===== config.mk =====
export PLATFORM = sky130hd
export DESIGN_NAME = wall_follower_turn_decider
export DESIGN_NICKNAME = d
export VERILOG_FILES = /design/src/sv/wfd_pkg.sv /design/src/sv/wfd_cfg_regs.sv /design/src/sv/wfd_core.sv /design/src/sv/wall_follower_turn_decider.sv
export SDC_FILE = /design/constraint.sdc
export NUM_CORES = 1
export LEC_CHECK = 0
export ABC_AREA = 1
export BUFFER_PORTS_ARGS = -buffer_cell sky130_fd_sc_hd__buf_2
export CAP_MARGIN = 30
export CORE_MARGIN = 2
export CORE_UTILIZATION = 59
export CTS_CLUSTER_DIAMETER = 80
export DETAILED_ROUTE_END_ITERATION = 10
export PLACE_DENSITY = 0.81
export REMOVE_ABC_BUFFERS = 1
export SYNTH_ARGS = -nofsm -noshare
export SYNTH_HDL_FRONTEND = slang
export SYNTH_SLANG_ARGS = --single-unit

===== constraint.sdc =====
create_clock -name clk -period 3.9 [get_ports clk]
set_input_delay 1.17 -clock clk [delete_from_list [all_inputs] [get_ports clk]]
set_output_delay 1.17 -clock clk [all_outputs]
set_load 0.01 [all_outputs]

===== src/sv/wfd_pkg.sv =====
// Shared types and constants for the wall follower turn decider.
// No dependencies; imported by every module of the block.
package wfd_pkg;

  // Motion command codes
  localparam logic [2:0] CMD_NONE  = 3'd0;
  localparam logic [2:0] CMD_FWD   = 3'd1;
  localparam logic [2:0] CMD_RIGHT = 3'd2;
  localparam logic [2:0] CMD_LEFT  = 3'd3;
  localparam logic [2:0] CMD_BACK  = 3'd4;

  // Pending turn codes (code 3 is unused, acts as none)
  localparam logic [1:0] PEND_NONE  = 2'd0;
  localparam logic [1:0] PEND_RIGHT = 2'd1;
  localparam logic [1:0] PEND_LEFT  = 2'd2;

  // Dead-end scan phases (code 3 is unused, acts as none)
  localparam logic [1:0] SCAN_NONE        = 2'd0;
  localparam logic [1:0] SCAN_TURNED_RIGHT = 2'd1;
  localparam logic [1:0] SCAN_TURNED_BACK  = 2'd2;

  // Configuration register indexes
  localparam logic [1:0] REG_FRONT_BLOCK = 2'd0;
  localparam logic [1:0] REG_SIDE_HIGH   = 2'd1;
  localparam logic [1:0] REG_SIDE_LOW    = 2'd2;
  localparam logic [1:0] REG_SETTLE      = 2'd3;

  localparam int CFG_W  = 16;
  localparam int IDX_W  = 2;
  localparam int IN_W   = 97;
  localparam int IN_TDATA_W  = 104;
  localparam int RES_W  = 9;
  localparam int OUT_TDATA_W = 16;

  typedef struct packed {
    logic [15:0] front_block_mm;
    logic [15:0] side_open_high_mm;
    logic [15:0] side_open_low_mm;
    logic [15:0] settle_wait_ms;
  } cfg_t;

  // Packed so that front_left_mm lands in the lowest bits
  typedef struct packed {
    logic [31:0] now_ms;
    logic        motion_busy;
    logic [15:0] right_mm;
    logic [15:0] left_mm;
    logic [15:0] front_right_mm;
    logic [15:0] front_left_mm;
  } in_t;

  // Packed so that command lands in the lowest bits
  typedef struct packed {
    logic       right_open;
    logic       left_open;
    logic       front_blocked;
    logic       evaluated;
    logic [1:0] heading;
    logic [2:0] command;
  } res_t;

  typedef struct packed {
    logic [1:0]  heading_dir;
    logic [1:0]  pending_turn;
    logic        right_open;
    logic        left_open;
    logic        waiting;
    logic [31:0] stop_time;
    logic [1:0]  scan_phase;
  } state_t;

endpackage


===== src/sv/wfd_cfg_regs.sv =====
// Configuration register file of the wall follower turn decider.
// Depends on wfd_pkg for the register indexes and cfg_t.
module wfd_cfg_regs import wfd_pkg::*; (
  input  logic             clk,
  input  logic             rst,
  input  logic             cfg_we,
  input  logic [IDX_W-1:0] cfg_idx,
  input  logic [CFG_W-1:0] cfg_data,
  output cfg_t             cfg
);

  always_ff @(posedge clk) begin
    if (rst) begin
      cfg.front_block_mm    <= 16'd165;
      cfg.side_open_high_mm <= 16'd250;
      cfg.side_open_low_mm  <= 16'd170;
      cfg.settle_wait_ms    <= 16'd50;
    end else if (cfg_we) begin
      unique case (cfg_idx)
        REG_FRONT_BLOCK: cfg.front_block_mm    <= cfg_data;
        REG_SIDE_HIGH:   cfg.side_open_high_mm <= cfg_data;
        REG_SIDE_LOW:    cfg.side_open_low_mm  <= cfg_data;
        REG_SETTLE:      cfg.settle_wait_ms    <= cfg_data;
        default: ;
      endcase
    end
  end

endmodule


===== src/sv/wfd_core.sv =====
// Decision logic: settle timer, wall classification, scan and right-hand rule.
// Pure combinational next-state and result; depends on wfd_pkg.
module wfd_core import wfd_pkg::*; (
  input  cfg_t   cfg,
  input  in_t    din,
  input  state_t st,
  output state_t st_next,
  output res_t   res
);

  logic [31:0] elapsed;
  logic        settled;
  logic [15:0] front;
  logic        fblk;
  logic        ropen;
  logic        lopen;
  logic [2:0]  cmd;
  logic [1:0]  pend;
  logic        use_rule;

  assign elapsed = din.now_ms - st.stop_time;
  assign settled = elapsed >= {16'd0, cfg.settle_wait_ms};
  assign front   = (din.front_left_mm > din.front_right_mm) ? din.front_left_mm
                                                            : din.front_right_mm;
  assign fblk    = front < cfg.front_block_mm;
  assign ropen   = st.right_open ? (din.right_mm > cfg.side_open_low_mm)
                                 : (din.right_mm > cfg.side_open_high_mm);
  assign lopen   = st.left_open  ? (din.left_mm > cfg.side_open_low_mm)
                                 : (din.left_mm > cfg.side_open_high_mm);

  // Scan step or right-hand rule; produces cmd, pend and next scan phase
  always_comb begin
    st_next  = st;
    res      = '0;
    cmd      = CMD_NONE;
    pend     = PEND_NONE;
    use_rule = 1'b0;

    if (din.motion_busy) begin
      st_next.waiting = 1'b0;
    end else if (!st.waiting) begin
      st_next.stop_time = din.now_ms;
      st_next.waiting   = 1'b1;
    end else if (settled) begin
      st_next.right_open = ropen;
      st_next.left_open  = lopen;
      st_next.waiting    = 1'b0;
      st_next.scan_phase = SCAN_NONE;
      pend               = st.pending_turn;

      if (st.scan_phase == SCAN_TURNED_RIGHT) begin
        if (!fblk) begin
          use_rule = 1'b1;
        end else begin
          st_next.scan_phase = SCAN_TURNED_BACK;
          cmd                = CMD_BACK;
        end
      end else if (st.scan_phase == SCAN_TURNED_BACK) begin
        if (!fblk) use_rule = 1'b1;
        else cmd = CMD_LEFT;
      end else if (fblk && !lopen && !ropen) begin
        pend               = PEND_NONE;
        st_next.scan_phase = SCAN_TURNED_RIGHT;
        cmd                = CMD_RIGHT;
      end else begin
        use_rule = 1'b1;
      end

      if (use_rule) begin
        // Right-hand rule; a pending turn from the last step goes first
        pend = PEND_NONE;
        if (st.pending_turn == PEND_RIGHT) begin
          cmd = CMD_RIGHT;
        end else if (st.pending_turn == PEND_LEFT) begin
          cmd = CMD_LEFT;
        end else if (ropen) begin
          pend = PEND_RIGHT;
          cmd  = CMD_FWD;
        end else if (!fblk) begin
          cmd = CMD_FWD;
        end else if (lopen) begin
          pend = PEND_LEFT;
          cmd  = CMD_FWD;
        end else begin
          cmd = CMD_BACK;
        end
      end
      st_next.pending_turn = pend;

      case (cmd)
        CMD_RIGHT: st_next.heading_dir = st.heading_dir + 2'd1;
        CMD_LEFT:  st_next.heading_dir = st.heading_dir + 2'd3;
        CMD_BACK:  st_next.heading_dir = st.heading_dir + 2'd2;
        default:   st_next.heading_dir = st.heading_dir;
      endcase

      res.evaluated     = 1'b1;
      res.front_blocked = fblk;
      res.left_open     = lopen;
      res.right_open    = ropen;
      res.command       = cmd;
    end
    res.heading = st_next.heading_dir;
  end

endmodule


===== src/sv/wall_follower_turn_decider.sv =====
// Wall follower turn decider, top level.
// A beat accepted into the input register passes through the decision logic into the result
// register. Throughput: one beat per cycle while m_tready does not stall the output,
// bounded by the update of the decision state feeding the next beat.
// Reset (rst, synchronous): pipe empty, decision state zero, config registers at
// 165 / 250 / 170 / 50. Depends on wfd_pkg, wfd_cfg_regs and wfd_core.
module wall_follower_turn_decider import wfd_pkg::*; (
  input  logic                   clk,
  input  logic                   rst,
  // Sample stream in
  input  logic                   s_tvalid,
  output logic                   s_tready,
  // [15:0] front_left_mm, [31:16] front_right_mm, [47:32] left_mm,
  // [63:48] right_mm, [64] motion_busy, [96:65] now_ms, [103:97] zero
  input  logic [IN_TDATA_W-1:0]  s_tdata,
  // Decision stream out
  output logic                   m_tvalid,
  input  logic                   m_tready,
  // [2:0] command, [4:3] heading, [5] evaluated, [6] front_blocked,
  // [7] left_open, [8] right_open, [15:9] zero
  output logic [OUT_TDATA_W-1:0] m_tdata,
  // Configuration writes
  input  logic                   cfg_we,
  input  logic [IDX_W-1:0]       cfg_idx,
  input  logic [CFG_W-1:0]       cfg_data
);

  cfg_t   cfg;
  in_t    s1_data;
  logic   s1_valid;
  state_t st;
  state_t st_next;
  res_t   res;
  res_t   res_q;
  logic   adv;    // result register can take a new beat
  logic   fire;   // stage-1 beat moves into the result register

  wfd_cfg_regs u_cfg (
    .clk      (clk),
    .rst      (rst),
    .cfg_we   (cfg_we),
    .cfg_idx  (cfg_idx),
    .cfg_data (cfg_data),
    .cfg      (cfg)
  );

  wfd_core u_core (
    .cfg     (cfg),
    .din     (s1_data),
    .st      (st),
    .st_next (st_next),
    .res     (res)
  );

  // Pipe moves whenever the output slot is empty or being drained; the input
  // register refills in the same cycle, so back-to-back beats flow freely.
  assign adv      = !m_tvalid || m_tready;
  assign fire     = s1_valid && adv;
  assign s_tready = !s1_valid || adv;
  assign m_tdata  = {{(OUT_TDATA_W - RES_W){1'b0}}, res_q};

  // Control and decision state
  always_ff @(posedge clk) begin
    if (rst) begin
      s1_valid <= 1'b0;
      m_tvalid <= 1'b0;
      st       <= '0;
    end else begin
      if (s_tready) s1_valid <= s_tvalid;
      if (adv)      m_tvalid <= s1_valid;
      if (fire)     st       <= st_next;
    end
  end

  // Payload registers
  always_ff @(posedge clk) begin
    if (s_tvalid && s_tready) s1_data <= in_t'(s_tdata[IN_W-1:0]);
    if (fire)                 res_q   <= res;
  end

  // A forward or idle step never turns the robot
  a_fwd_keeps_heading: assert property (@(posedge clk) disable iff (rst)
    fire && res.command != CMD_RIGHT && res.command != CMD_LEFT
      && res.command != CMD_BACK |=> st.heading_dir == $past(st.heading_dir))
    else $error("heading changed without a turn command");

  // A decision always ends the settle wait
  a_eval_clears_wait: assert property (@(posedge clk) disable iff (rst)
    fire && res.evaluated |=> !st.waiting)
    else $error("settle wait still armed after a decision");

  // No command unless the walls were evaluated
  a_cmd_needs_eval: assert property (@(posedge clk) disable iff (rst)
    m_tvalid && !res_q.evaluated |-> res_q.command == CMD_NONE)
    else $error("command issued without evaluation");

  // Decision state only moves when a beat passes through
  a_state_holds: assert property (@(posedge clk) disable iff (rst)
    !fire |=> st == $past(st))
    else $error("decision state changed without a beat");

  // A stalled stage-1 beat is neither lost nor altered
  a_s1_holds: assert property (@(posedge clk) disable iff (rst)
    s1_valid && !adv |=> s1_valid && s1_data == $past(s1_data))
    else $error("stage-1 beat lost under stall");

endmodule

# == Word level (Yosys, flattened, before mapping) ==
# Index checks and enable logic that the tools add are counted.
# op_classes
mux,44
magnitude_cmp,7
n_reduce_logical,21
bitwise,3
n_eq_ne,12
addsub,4
# ops
operator,count
$gt A16 B16 Y1,5
$mux W3,12
$ge A32 B16 Y1,1
$sub A32 B32 Y32,1
$mux W2,14
$lt A16 B16 Y1,1
$mux W16,1
$mux W1,13
$mux W6,2
$eq A2 B2 Y1 const B,4
$reduce_and A2 Y1,4
$mux W7,1
$reduce_and A7 Y1,1
$eq A2 B1 Y1 const B,3
$eq A3 B2 Y1 const B,2
$pmux W2 S3,1
$add A2 B2 Y2 const B,2
$logic_and A1 B1 Y1,4
$logic_not A1 Y1,4
$ne A2 B2 Y1 const B,2
$reduce_and A4 Y1,1
$eq A3 B3 Y1 const B,1
$not A1 Y1,3
$reduce_and A3 Y1,1
other kinds (6),7
# totals
regBits,213
output_inout_bits,18
elab_cells,116

# == Longest topological paths before layout ==
# Gate-level depths: netlist of run 1.
# depth
ltp_word,20
depth_mapped,33
mapped_depth_nobuf,32

# == Cells and area by module ==
# Synthesis of run 1 repeated with hierarchy kept, for this count alone.
# hier_totals
cells_unflattened,1716
area_unflattened_um2,13320.3
# by_module_without_submodules
mod,instances,area_per_inst_um2,seq_area_each_um2,cells_each
wfd_core,1,5540.3,0.0,939
wall_follower_turn_decider,1,5186.2,4043.9,395
wfd_cfg_regs,1,2593.7,1281.2,382

# == Least setup slack after synthesis of run 1 ==
# No wires, ideal clock.
# synth_timing
path_kind,in2reg
from,input m_tready
to,"register s1_data[0] in the netlist's numbering, enable pin"
stages,4
setup_ns,0.451
n_path_buf,0
slack_ns,0.124
arrival_time_ns,3.325
cell_sequence,inv_1 > nand3_1 > nand2_1 > inv_1
# synth_via
elab_chain_cells,3
# synth_lines
item,line_no,rtl
from (decl),wall_follower_turn_decider.sv:18,"input logic m_tready,"
$logic_or A1 B1 Y1,wall_follower_turn_decider.sv:57,assign adv = !m_tvalid || m_tready;
$logic_or A1 B1 Y1,wall_follower_turn_decider.sv:59,assign s_tready = !s1_valid || adv;
via s_tready,wall_follower_turn_decider.sv:12,"output logic s_tready,"
$logic_and A1 B1 Y1,wall_follower_turn_decider.sv:77,if (s_tvalid && s_tready) s1_data <= in_t'(s_tdata[IN_W-1:0]);
to (signal assigned),wall_follower_turn_decider.sv:77,
to (decl),wall_follower_turn_decider.sv:29,in_t s1_data;
# The timed path passes the listed nets, and every way through them passes these cells.
# A chain may end at the register's enable or synchronous reset.

==> impl_metrics.ini, run 1 <==
[outcome]
status = finished, final reports clean

[routing]
routed_via_density = 5.430
initialDrtViolationCount = 587
routed_wl_mm = 26.41
wl_per_cell_um = 14.77
drt_pass1_iterations = 5
drt.antenna.violating_nets = 0
post-route-drc-count = 0
vias = 9709

[synth]
synth-edff-count = 106
seq_area_frac_synth_pct = 44.65
ys_ff_latch = 213
synth_area_sq_um = 11930
postSynthAreaPerCell_sq_um = 8.762
postSynthCellCount = 1361
synth.distinct_cells = 48
ys_warn_count = 0
async_flop_share_pct = 0
synth_top_flop_cell = dfxtp_1

[floorplanning]
start_util_pct = 59.51
dieWidth_um = 146.2
dieArea_sq_um = 21370
fp.dieH_um = 146.2
std_cell_rows = 52
io_pins = 145
core_area_sq_um = 20040

[placement]
io_buffers = 130
dp_slack_ps = 151.1
routabilityCongestion = 0.9421
dp_hpwl_mm = 19.94

[clock_network]
clockBufferDepth = 3
cts_inserted_buffers = 23
cts_tree = done
clkTransAtPathRegs_ps = 60
clock-root-buffer = clkbuf_16
cts.sinks = 213
clkLatencyLatePin_ps = 510
htreeDepth = 1

[grt]
grt_usage_pct = 24.78
grt_pass1_vias = 9225
antenna_found_initial = 3
grt.overflow.total = 0
grt_pass1_wl_mm = 43.45
grt_max_degree = 47

[sta]
hold_viol = 0
setup_ws_ps = 244.7
relSlewSlack_pct = 42.11
skew_ps = 11.87
slew_violations = 0
finalSetupTns_ps = 0
min_period_ps = 3655
hold_slack_ps = 454.5
worstMarginPinSlew_ps = 865.9
fin_crit_sh_pct = 93.73
finalSetupViolCount = 0
fmax_mhz = 273.6

[setup_path]
critPathMaxFanout = 9
r2r-end = m_tdata[4]$_DFFE_PP_
critPathCaptureType = flip-flop
reg2reg_depth = 19
r2r-start = s1_data[65]$_DFFE_PP_
critPathKind = reg -> reg
cp.arrival_ps = 3910
required_ps = 4150
reg2reg_slack_ps = 240
setup.worst_path.start_class = flip-flop

[cells_and_area]
fin_nets = 1772
areaGrowthSynthToFinish_pct = 15.11
final.fill_count = 1583
final_cell_mix = nand2_1 (198), inv_1 (191), a21oi_1 (186)
final_common_cell = nand2_1
drive_gt1_share_pct = 14.98
finish.utilization_pct = 68.50

[pwr]
p_per_area_nw_per_um2 = 425.2
total_leakage_power_nw = 6.097
ir_drop_mv = 0.3952

[run]
max_cap_viol_count = 0

[worst_hold_path]
worstHoldStart = st[21]$_SDFFE_PP0P_
hold_end = st[21]$_SDFFE_PP0P_
holdCritPathClass = reg -> reg
worstHoldPathCells = 2
==> routing by layer <==
layer | vias up | share of wire, % | track usage [%]
li1 | 4921 | - | -
met1 | 4413 | 44 | 33.34
met2 | 308 | 46 | 40.00
met3 | 67 | 5.9 | 3.844
met4 | 0 | 3.8 | 10.87
met5 | - | 0 | 0
==> stage by stage <==
| stage | instances | total power [mW] | instance area [sq um] |
|---|---|---|---|
| 2_1_floorplan | 1330 | 3.303 | 11780 |
| 3_3_place_gp | 1742 | 3.570 | 12870 |
| 3_5_place_dp | 1742 | 3.618 | 12870 |
| 4_1_cts | 1782 | 5.839 | 13660 |
| 5_1_grt | 1787 | 6.121 | 13720 |
| 6_report | 1788 | 5.837 | 13730 |
==> layout make-up <==
class | instances | area (sq um) | share of cell area [%]
antenna | 3 | 7.507 | 0.05469
clock buffer | 33 | 728.2 | 5.305
clock inverter | 7 | 61.31 | 0.4466
inverter | 199 | 750.7 | 5.469
multi-input combinational | 918 | 5739 | 41.81
sequential | 213 | 5325 | 38.79
tap | 270 | 337.8 | 2.461
timing repair buffer | 145 | 777.0 | 5.660
==> report_power, final <==
group	switching, mW	internal (mW)	leakage, nW
Sequential	0.0542	2.48	1.91
Clock	0.866	1.36	0.396
Combinational	0.657	0.418	3.79
==> synth_stat cells, types with 2 or more instances <==
cell / count / share of area [%]
inv_1: 195 / 6.1
o21bai_1: 5 / 0.31
ha_1: 144 / 15
o221ai_1: 2 / 0.15
nand3_1: 36 / 1.5
a21oi_1: 187 / 7.8
o211ai_1: 16 / 1.0
buf_4: 7 / 0.44
nand2_2: 5 / 0.26
o21bai_2: 3 / 0.28
inv_2: 3 / 0.094
a21o_1: 5 / 0.31
nor2_1: 90 / 2.8
dfxtp_1: 107 / 18
a21oi_2: 7 / 0.51
nand3b_1: 2 / 0.13
nor2_2: 6 / 0.31
o21ai_0: 107 / 4.5
xnor2_1: 7 / 0.51
xor2_1: 20 / 1.5
a211oi_1: 3 / 0.19
a221oi_1: 2 / 0.15
o21a_1: 4 / 0.25
nor3_1: 12 / 0.50
o21ai_2: 2 / 0.15
o31ai_1: 2 / 0.13
o21ai_1: 8 / 0.34
edfxtp_1: 106 / 27
nor4_1: 2 / 0.10
nand2_1: 200 / 6.3
nand4_1: 18 / 0.94
clkbuf_1: 29 / 0.91
a31oi_1: 4 / 0.21
==> cell families (layout without fill, tap and decap cells) <==
kind of cell / count (synthesis) / count (layout) / share of synthesized area (%)
and+or+nand+nor: 375 / 375 / 13.37
other: 1 / 10 / 0.03145
buffers and inverters: 236 / 384 / 7.680
AOI/OAI and AO/OA: 364 / 364 / 17.01
DFF: 213 / 213 / 44.65
adders and majority gates: 145 / 145 / 15.28
xor gates and xnor gates: 27 / 27 / 1.983
==> how the worst max path moves through the flow <==
| stage | endpoint | slack, ps | startpoint | depth (start not counted) |
|---|---|---|---|---|
| floorplan | s1_data[0]$_DFFE_PP_ | 120 | m_tready | 4 |
| global placement | m_tdata[4]$_DFFE_PP_ | 230 | s1_data[9]$_DFFE_PP_ | 20 |
| detailed placement | m_tdata[4]$_DFFE_PP_ | 150 | s1_data[11]$_DFFE_PP_ | 20 |
| CTS | m_tdata[4]$_DFFE_PP_ | 100 | s1_data[11]$_DFFE_PP_ | 20 |
| global route | m_tdata[4]$_DFFE_PP_ | -50 | s1_data[7]$_DFFE_PP_ | 24 |
| finish | m_tdata[4]$_DFFE_PP_ | 240 | s1_data[65]$_DFFE_PP_ | 19 |
==> sequential cells by signal, summed over array words and instances (netlist names) <==
name,count
st,41
u_cfg.cfg,64
s1_data,97
m_tvalid,1
m_tdata,9
s1_valid,1
==> worst max-delay path, stage by stage, from the launching register on <==
cell	delay [ps]
edfxtp_1	380
inv_1	70
ha_1	140
inv_1	60
fa_1	440
a21oi_2	320
o21ai_4	120
nand2_1	90
nand3_1	110
xor2_1	220
ha_1	270
nand2_1	100
o21ai_0	110
a221oi_1	320
buf_4	180
nand4_4	150
nand2_4	160
inv_2	50
nor2_1	80
a21oi_1	40
==> repair_timing <==
action | in CTS | in global routing
buffers inserted | 0 | 2
setup endpoints to repair | 0 | 9
hold buffers | 0 | 0
resized for setup | 0 | 12
(Power assumes the default switching activity.)
==> run 2, diff against run 1 <==
--- a/config.mk
+++ b/config.mk
@@ -10,3 +10,3 @@
 export CAP_MARGIN = 30
-export CORE_MARGIN = 2
+export CORE_MARGIN = 5
 export CORE_UTILIZATION = 59
==> constraint.sdc (replaced) <==
create_clock -name clk -period 3.9 [get_ports clk]
set_input_delay 0.39 -clock clk [delete_from_list [all_inputs] [get_ports clk]]
set_output_delay 0.39 -clock clk [all_outputs]
set_load 0.01 [all_outputs]
==> run 2 against run 1 <==
First-iteration DRC count fell by 18%. Combinational power about the same. Fmax up 0.19%. Hold slack got worse by 410 ps. Sequential power hardly changed. Critical path depth is 1 lower. Worst setup slack better by 6.8 ps. Clock power decreased by 6%. Utilization decreased by 0.62 points. Non-clock buffer count decreased by 9. Critical path type unchanged. Largest cell class unchanged.
==> impl_metrics.ini, run 2 (synthesized netlist as in run 1, its figures left out) <==
[outcome]
status = finished, final reports clean

[grt]
antenna_found_initial = 1
grt_usage_pct = 22.31
grt.overflow.total = 0
grt_pass1_vias = 9335
grt_pass1_wl_mm = 43.58
grt_max_degree = 69

[setup_path]
critPathKind = reg -> reg
reg2reg_slack_ps = 250
critPathCaptureType = flip-flop
cp.arrival_ps = 3910
critPathMaxFanout = 9
reg2reg_depth = 18
r2r-end = m_tdata[4]$_DFFE_PP_
r2r-start = s1_data[70]$_DFFE_PP_
setup.worst_path.start_class = flip-flop
required_ps = 4160

[routing]
routed_via_density = 5.382
wl_per_cell_um = 15.06
vias = 9585
initialDrtViolationCount = 480
routed_wl_mm = 26.82
drt.antenna.violating_nets = 0
drt_pass1_iterations = 5
post-route-drc-count = 0

[cells_and_area]
regMostFlops = s1_data
final_common_cell = nand2_1
fin_cells = 1781
areaGrowthSynthToFinish_pct = 14.07
largest_reg_flops = 97
drive_gt1_share_pct = 14.04
reg_top3 = s1_data: 97 flops, u_cfg.cfg: 64 flops, st: 41 flops
final_cell_mix = nand2_1 (199), inv_1 (193), a21oi_1 (185)
fin_nets = 1764

[sta]
fmax_mhz = 274.1
slew_violations = 0
skew_ps = 10.81
worstMarginPinSlew_ps = 1010
finalSetupViolCount = 0
min_period_ps = 3649
relSlewSlack_pct = 32.67
fin_crit_sh_pct = 93.55
hold_viol = 0
hold_slack_ps = 48.41

[floorplanning]
dieWidth_um = 152.2
std_cell_rows = 52
fp.dieH_um = 152.2
core_area_sq_um = 20040
dieArea_sq_um = 23160
io_pins = 145
start_util_pct = 59.51

[run]
max_cap_viol_count = 0

[clock_network]
cts_resized = 0
cts_tree = done
clkTransAtPathRegs_ps = 60
clock-root-buffer = clkbuf_16
cts_inserted_buffers = 24
htreeDepth = 1
clkLatencyLatePin_ps = 510
clockBufferDepth = 3
cts.sinks = 213
holdBufCountCts = 0
post_cts_buffers = 0

[placement]
dp_cells = 1736
routabilityCongestion = 0.8860
dp_hpwl_mm = 20.24
io_buffers = 130

[worst_hold_path]
hold_end = s1_data[41]$_DFFE_PP_
worstHoldPathCells = 1
holdCritPathClass = in -> reg
worstHoldStart = s_tdata[41]

[pwr]
p_per_area_nw_per_um2 = 418.7
ir_drop_mv = 0.3148
total_leakage_power_nw = 6.020
run 2: changes by cell type in the layout (fill, tap and decap cells not counted), moves of 2 or more:
| cell | delta |
|---|---|
| clkbuf_16 | -2 |
| clkbuf_1 | +3 |
| inv_1 | +2 |
| clkinv_1 | +4 |
| buf_4 | -7 |
| inv_2 | -2 |
| diode_2 | -2 |
run 2: layout make-up:
cell class / count / area [sq um]
antenna: 1 / 2.502
clock buffer: 35 / 703.2
clock inverter: 9 / 42.54
fill: 1644 / 6436
inverter: 199 / 750.7
multi-input combinational: 918 / 5742
sequential: 213 / 5325
tap: 270 / 337.8
timing repair buffer: 136 / 699.4
run 2: worst max-delay path by stage:
stage / from / slack, ps / cells past startpoint / end
final: s1_data[70]$_DFFE_PP_ / 250 / 18 / m_tdata[4]$_DFFE_PP_
after CTS: s1_data[10]$_DFFE_PP_ / 220 / 20 / m_tdata[4]$_DFFE_PP_
after global routing: s1_data[70]$_DFFE_PP_ / -2 / 20 / st[37]$_SDFFE_PP0P_
after floorplan: s1_data[15]$_DFFE_PP_ / 440 / 19 / m_tdata[4]$_DFFE_PP_
after global placement: s1_data[70]$_DFFE_PP_ / 290 / 18 / m_tdata[4]$_DFFE_PP_
after detailed placement: s1_data[8]$_DFFE_PP_ / 250 / 20 / m_tdata[4]$_DFFE_PP_
run 2: where the power goes:
part	internal [mW]	leakage [nW]	switching, mW
combinational	0.410	3.75	0.653
sequential	2.48	1.91	0.0533
clock	1.24	0.366	0.855
total	4.13	6.02	1.56
run 2: per-stage QoR:
stage / TNS, ps / total power [mW] / setup slack [ps] / util [%] / area, sq um
after floorplan: 0 / 3.303 / 442.5 / - / 11780
after global placement: 0 / 3.567 / 293.0 / 63.95 / 12820
after detailed placement: 0 / 3.612 / 249.0 / 63.95 / 12820
after CTS: 0 / 5.724 / 216.1 / 67.68 / 13560
after global routing: -2.108 / 5.994 / -2.108 / 67.88 / 13600
final: 0 / 5.695 / 251.5 / 67.88 / 13600
run 2: layer usage:
metal | up-vias | track usage (%) | wire (um)
li1 | 4892 | - | -
met1 | 4378 | 29.23 | 11750
met2 | 257 | 37.43 | 12640
met3 | 58 | 3.550 | 1495
met4 | 0 | 8.519 | 931
met5 | - | 0 | 0
run 2: worst max-delay path: stages (launching register included):
cell      delay (ps)
edfxtp_1         410
ha_1             390
a21oi_1          280
nand2_1          140
a21oi_4          200
o21ai_4          100
nand2_1           90
nand3_1          100
xor2_1           210
ha_1             270
nand2_1          100
o21ai_0          100
a221oi_1         360
buf_4            190
nand4_4          140
nand2_4          160
inv_2             50
nor2_1            80
a21oi_1           50
==> run 3, diff against run 2 <==
Settings changed: ABC_AREA 1 to default.
==> run 3 against run 2 <==
The flow now finishes with violations (negative setup slack). Fmax is 23% lower. Clock power rose by 5%. Worst setup slack got worse by 1100 ps. Largest cell class unchanged. Utilization grew 5.7 points. Final cell count grew 6.1%. Routed wire length increased by 17%. Highest routed layer unchanged. Largest power group unchanged. Non-clock buffer count rose by 122. Sequential power about the same. Global-route usage grew 2.5 points. First-iteration DRC count rose by 88%. Clock skew shrank 1.9 ps. Total power grew 4.3%.
==> impl_metrics.ini, run 3 <==
[clock_network]
cts.sinks = 213
cts_tree = done
htreeDepth = 1
clkTransAtPathRegs_ps = 60
cts_inserted_buffers = 24
clkLatencyLatePin_ps = 520
clockBufferDepth = 3
holdBufCountCts = 0
clock-root-buffer = clkbuf_16

[floorplanning]
core_area_sq_um = 20890
dieArea_sq_um = 24120
fp.dieH_um = 155.3
std_cell_rows = 53
start_util_pct = 59.63
io_pins = 145
dieWidth_um = 155.3

[cells_and_area]
regMostFlops = s1_data
fin_cells = 1889
finish.utilization_pct = 73.54
largest_reg_flops = 97
reg_top3 = s1_data: 97 flops, u_cfg.cfg: 64 flops, st: 41 flops
final_cell_mix = nand2_1 (249), a21oi_1 (140), ha_1 (136)
final_area_sq_um = 15360
fin_nets = 1865
areaGrowthSynthToFinish_pct = 23.32
drive_gt1_share_pct = 23.28
final_common_cell = nand2_1

[routing]
vias = 10880
drt_pass1_iterations = 5
routed_wl_mm = 31.40
post-route-drc-count = 0
drt.antenna.violating_nets = 0
wl_per_cell_um = 16.62
routed_via_density = 5.762
initialDrtViolationCount = 904

[pwr]
ir_drop_mv = 0.3689
total_leakage_power_nw = 6.232
p_per_area_nw_per_um2 = 386.5

[grt]
grt_pass1_wl_mm = 49.94
grt.overflow.total = 0
grt_pass1_vias = 10600
grt_max_degree = 61
antenna_found_initial = 3
grt_usage_pct = 24.80

[setup_path]
critPathMaxFanout = 6
cp.arrival_ps = 5170
required_ps = 4320
setup.worst_path.start_class = flip-flop
reg2reg_depth = 23
reg2reg_slack_ps = -840
critPathKind = reg -> reg
r2r-start = s1_data[65]$_DFFE_PP_
crit_cells = 23
r2r-end = st[38]$_SDFFE_PP0P_
critPathCaptureType = flip-flop
max_stage_delay_ps = 510
path_buf_inv = 6
cp_cell_sequence = inv_1 -> ha_2 -> inv_2 -> fa_2 -> buf_6 -> a211oi_4 -> o211ai_1 -> buf_4 -> nand2_2 -> xnor2_1 -> ha_1 -> nand4_1 -> a211oi_2 -> o31ai_2 -> o221ai_1 -> or4_4 -> a2111oi_4 -> nand4b_4 -> buf_6 -> o31ai_4 -> buf_6 -> nor3_4 -> o32ai_1
cp_top_family = compound AO/OA/AOI/OAI gates
worst_path_most_repeated_cell = buf_6
crit_start = s1_data[65]$_DFFE_PP_
crit_slowest_cell = or4_4

[worst_hold_path]
worstHoldStart = s_tdata[22]
holdCritPathClass = in -> reg
worstHoldPathCells = 1
hold_end = s1_data[22]$_DFFE_PP_

[sta]
fin_crit_sh_pct = 121.6
relSlewSlack_pct = 30.30
finalSetupViolCount = 18
slew_violations = 0
hold_slack_ps = 39.03
worstMarginPinSlew_ps = 1041
rsz0062_at_grt = true
skew_ps = 8.938
min_period_ps = 4742
hold_viol = 0
setup_ws_ps = -842.1
fmax_mhz = 210.9

[synth]
yosysMostFrequentCell = nand2_1
synth-edff-count = 106
ys_ff_latch = 213
synth_largest_area_cell = edfxtp_1
async_flop_share_pct = 0
synth_top_area_share_pct = 25.55
postSynthAreaPerCell_sq_um = 9.193
synth_area_leaders = edfxtp_1 (26%), dfxtp_1 (17%), ha_1 (14%)
postSynthCellCount = 1355
seq_area_frac_synth_pct = 42.75
synth.distinct_cells = 88
synth_area_sq_um = 12460
ys_warn_count = 0
synth_top_flop_cell = dfxtp_1
synth_commonest_cells = nand2_1 (251), ha_1 (144), a21oi_1 (142)

[placement]
routabilityCongestion = 0.8861
io_buffers = 130
placed_area_sq_um = 14040
dp_hpwl_mm = 22.94
dp_cells = 1817

[outcome]
violations = negative setup slack
status = complete, but fails checks

[run]
max_cap_viol_count = 0
[run 3: cell count changes in the layout (fill, tap and decap cells not counted), moves of 41 or more]
cell,delta
o21ai_0,-66
buf_4,+113
inv_1,-63
nor2_1,-41
a21oi_1,-45
nand2_1,+50
[run 3: worst register-to-register path, cell delays in order (launching register included)]
cell	delay [ps]
edfxtp_1	380
inv_1	70
ha_2	180
inv_2	40
fa_2	380
buf_6	140
a211oi_4	270
o211ai_1	160
buf_4	180
nand2_2	50
xnor2_1	130
ha_1	260
nand4_1	130
a211oi_2	60
o31ai_2	230
o221ai_1	160
or4_4	510
a2111oi_4	260
nand4b_4	170
buf_6	160
o31ai_4	280
buf_6	180
nor3_4	50
o32ai_1	220
[run 3: what timing repair did]
action | 4_1_cts | 5_1_grt
hold endpoints to repair | 0 | 0
pin swaps | 40 | 45
endpoints found under the setup margin | 18 | 18
resized for setup | 30 | 48
gates cloned | 1 | 0
buffers inserted | 18 | 8
[run 3: routing by layer]
metal  wire length (um)  share of wire (%)  vias up  global-route usage [%]
met3               1878                6.0       87                   2.949
li1                   -                  -     5324                       -
met5                  0                  0        -                       0
met2              14740                 47      411                   42.16
met4               1053                3.4        0                   7.878
met1              13730                 44     5062                   33.26
[run 3: kinds of logic (layout without fill, tap and decap cells)]
logic type,after synthesis,after routing,share of synthesized area (%)
simple gates,437,437,15.95
compound gates,351,351,18.86
flops,213,213,42.75
buf+inv,185,435,5.946
fa+ha+maj,145,145,14.62
xor+xnor,20,20,1.557
mux,3,3,0.2812
other cells,1,10,0.03010
[run 3: through the flow]
| stage | setup WS (ps) | power [mW] | TNS, ps |
|---|---|---|---|
| floorplan | -1223 | 3.218 | -12910 |
| global placement | -762.2 | 3.597 | -12790 |
| detailed placement | -920.9 | 3.636 | -15350 |
| CTS | -661.4 | 5.882 | -10260 |
| global route | -1031 | 6.195 | -16870 |
| finish | -842.1 | 5.938 | -13340 |
[run 3: how the worst max path moves through the flow]
stage	endpoint	slack, ps
after CTS	st[37]$_SDFFE_PP0P_	-660
after global routing	st[38]$_SDFFE_PP0P_	-1030
after detailed placement	st[37]$_SDFFE_PP0P_	-920
final	st[38]$_SDFFE_PP0P_	-840
after floorplan	st[40]$_SDFFE_PP0P_	-1220
after global placement	st[40]$_SDFFE_PP0P_	-760
[run 3: final cells by class]
type	count	area, sq um
Multi-Input combinational cell	963	6740
Clock inverter	12	97.59
Antenna cell	3	7.507
Fill cell	1487	5527
Inverter	133	499.2
Sequential cell	213	5325
Timing Repair Buffer	258	1665
Tap cell	275	344.1
Clock buffer	32	683.2
[run 3: where the power goes]
part,switching (mW),internal (mW),total (mW)
logic,0.678,0.537,1.21
clock network,0.901,1.30,2.21
registers,0.0564,2.46,2.52
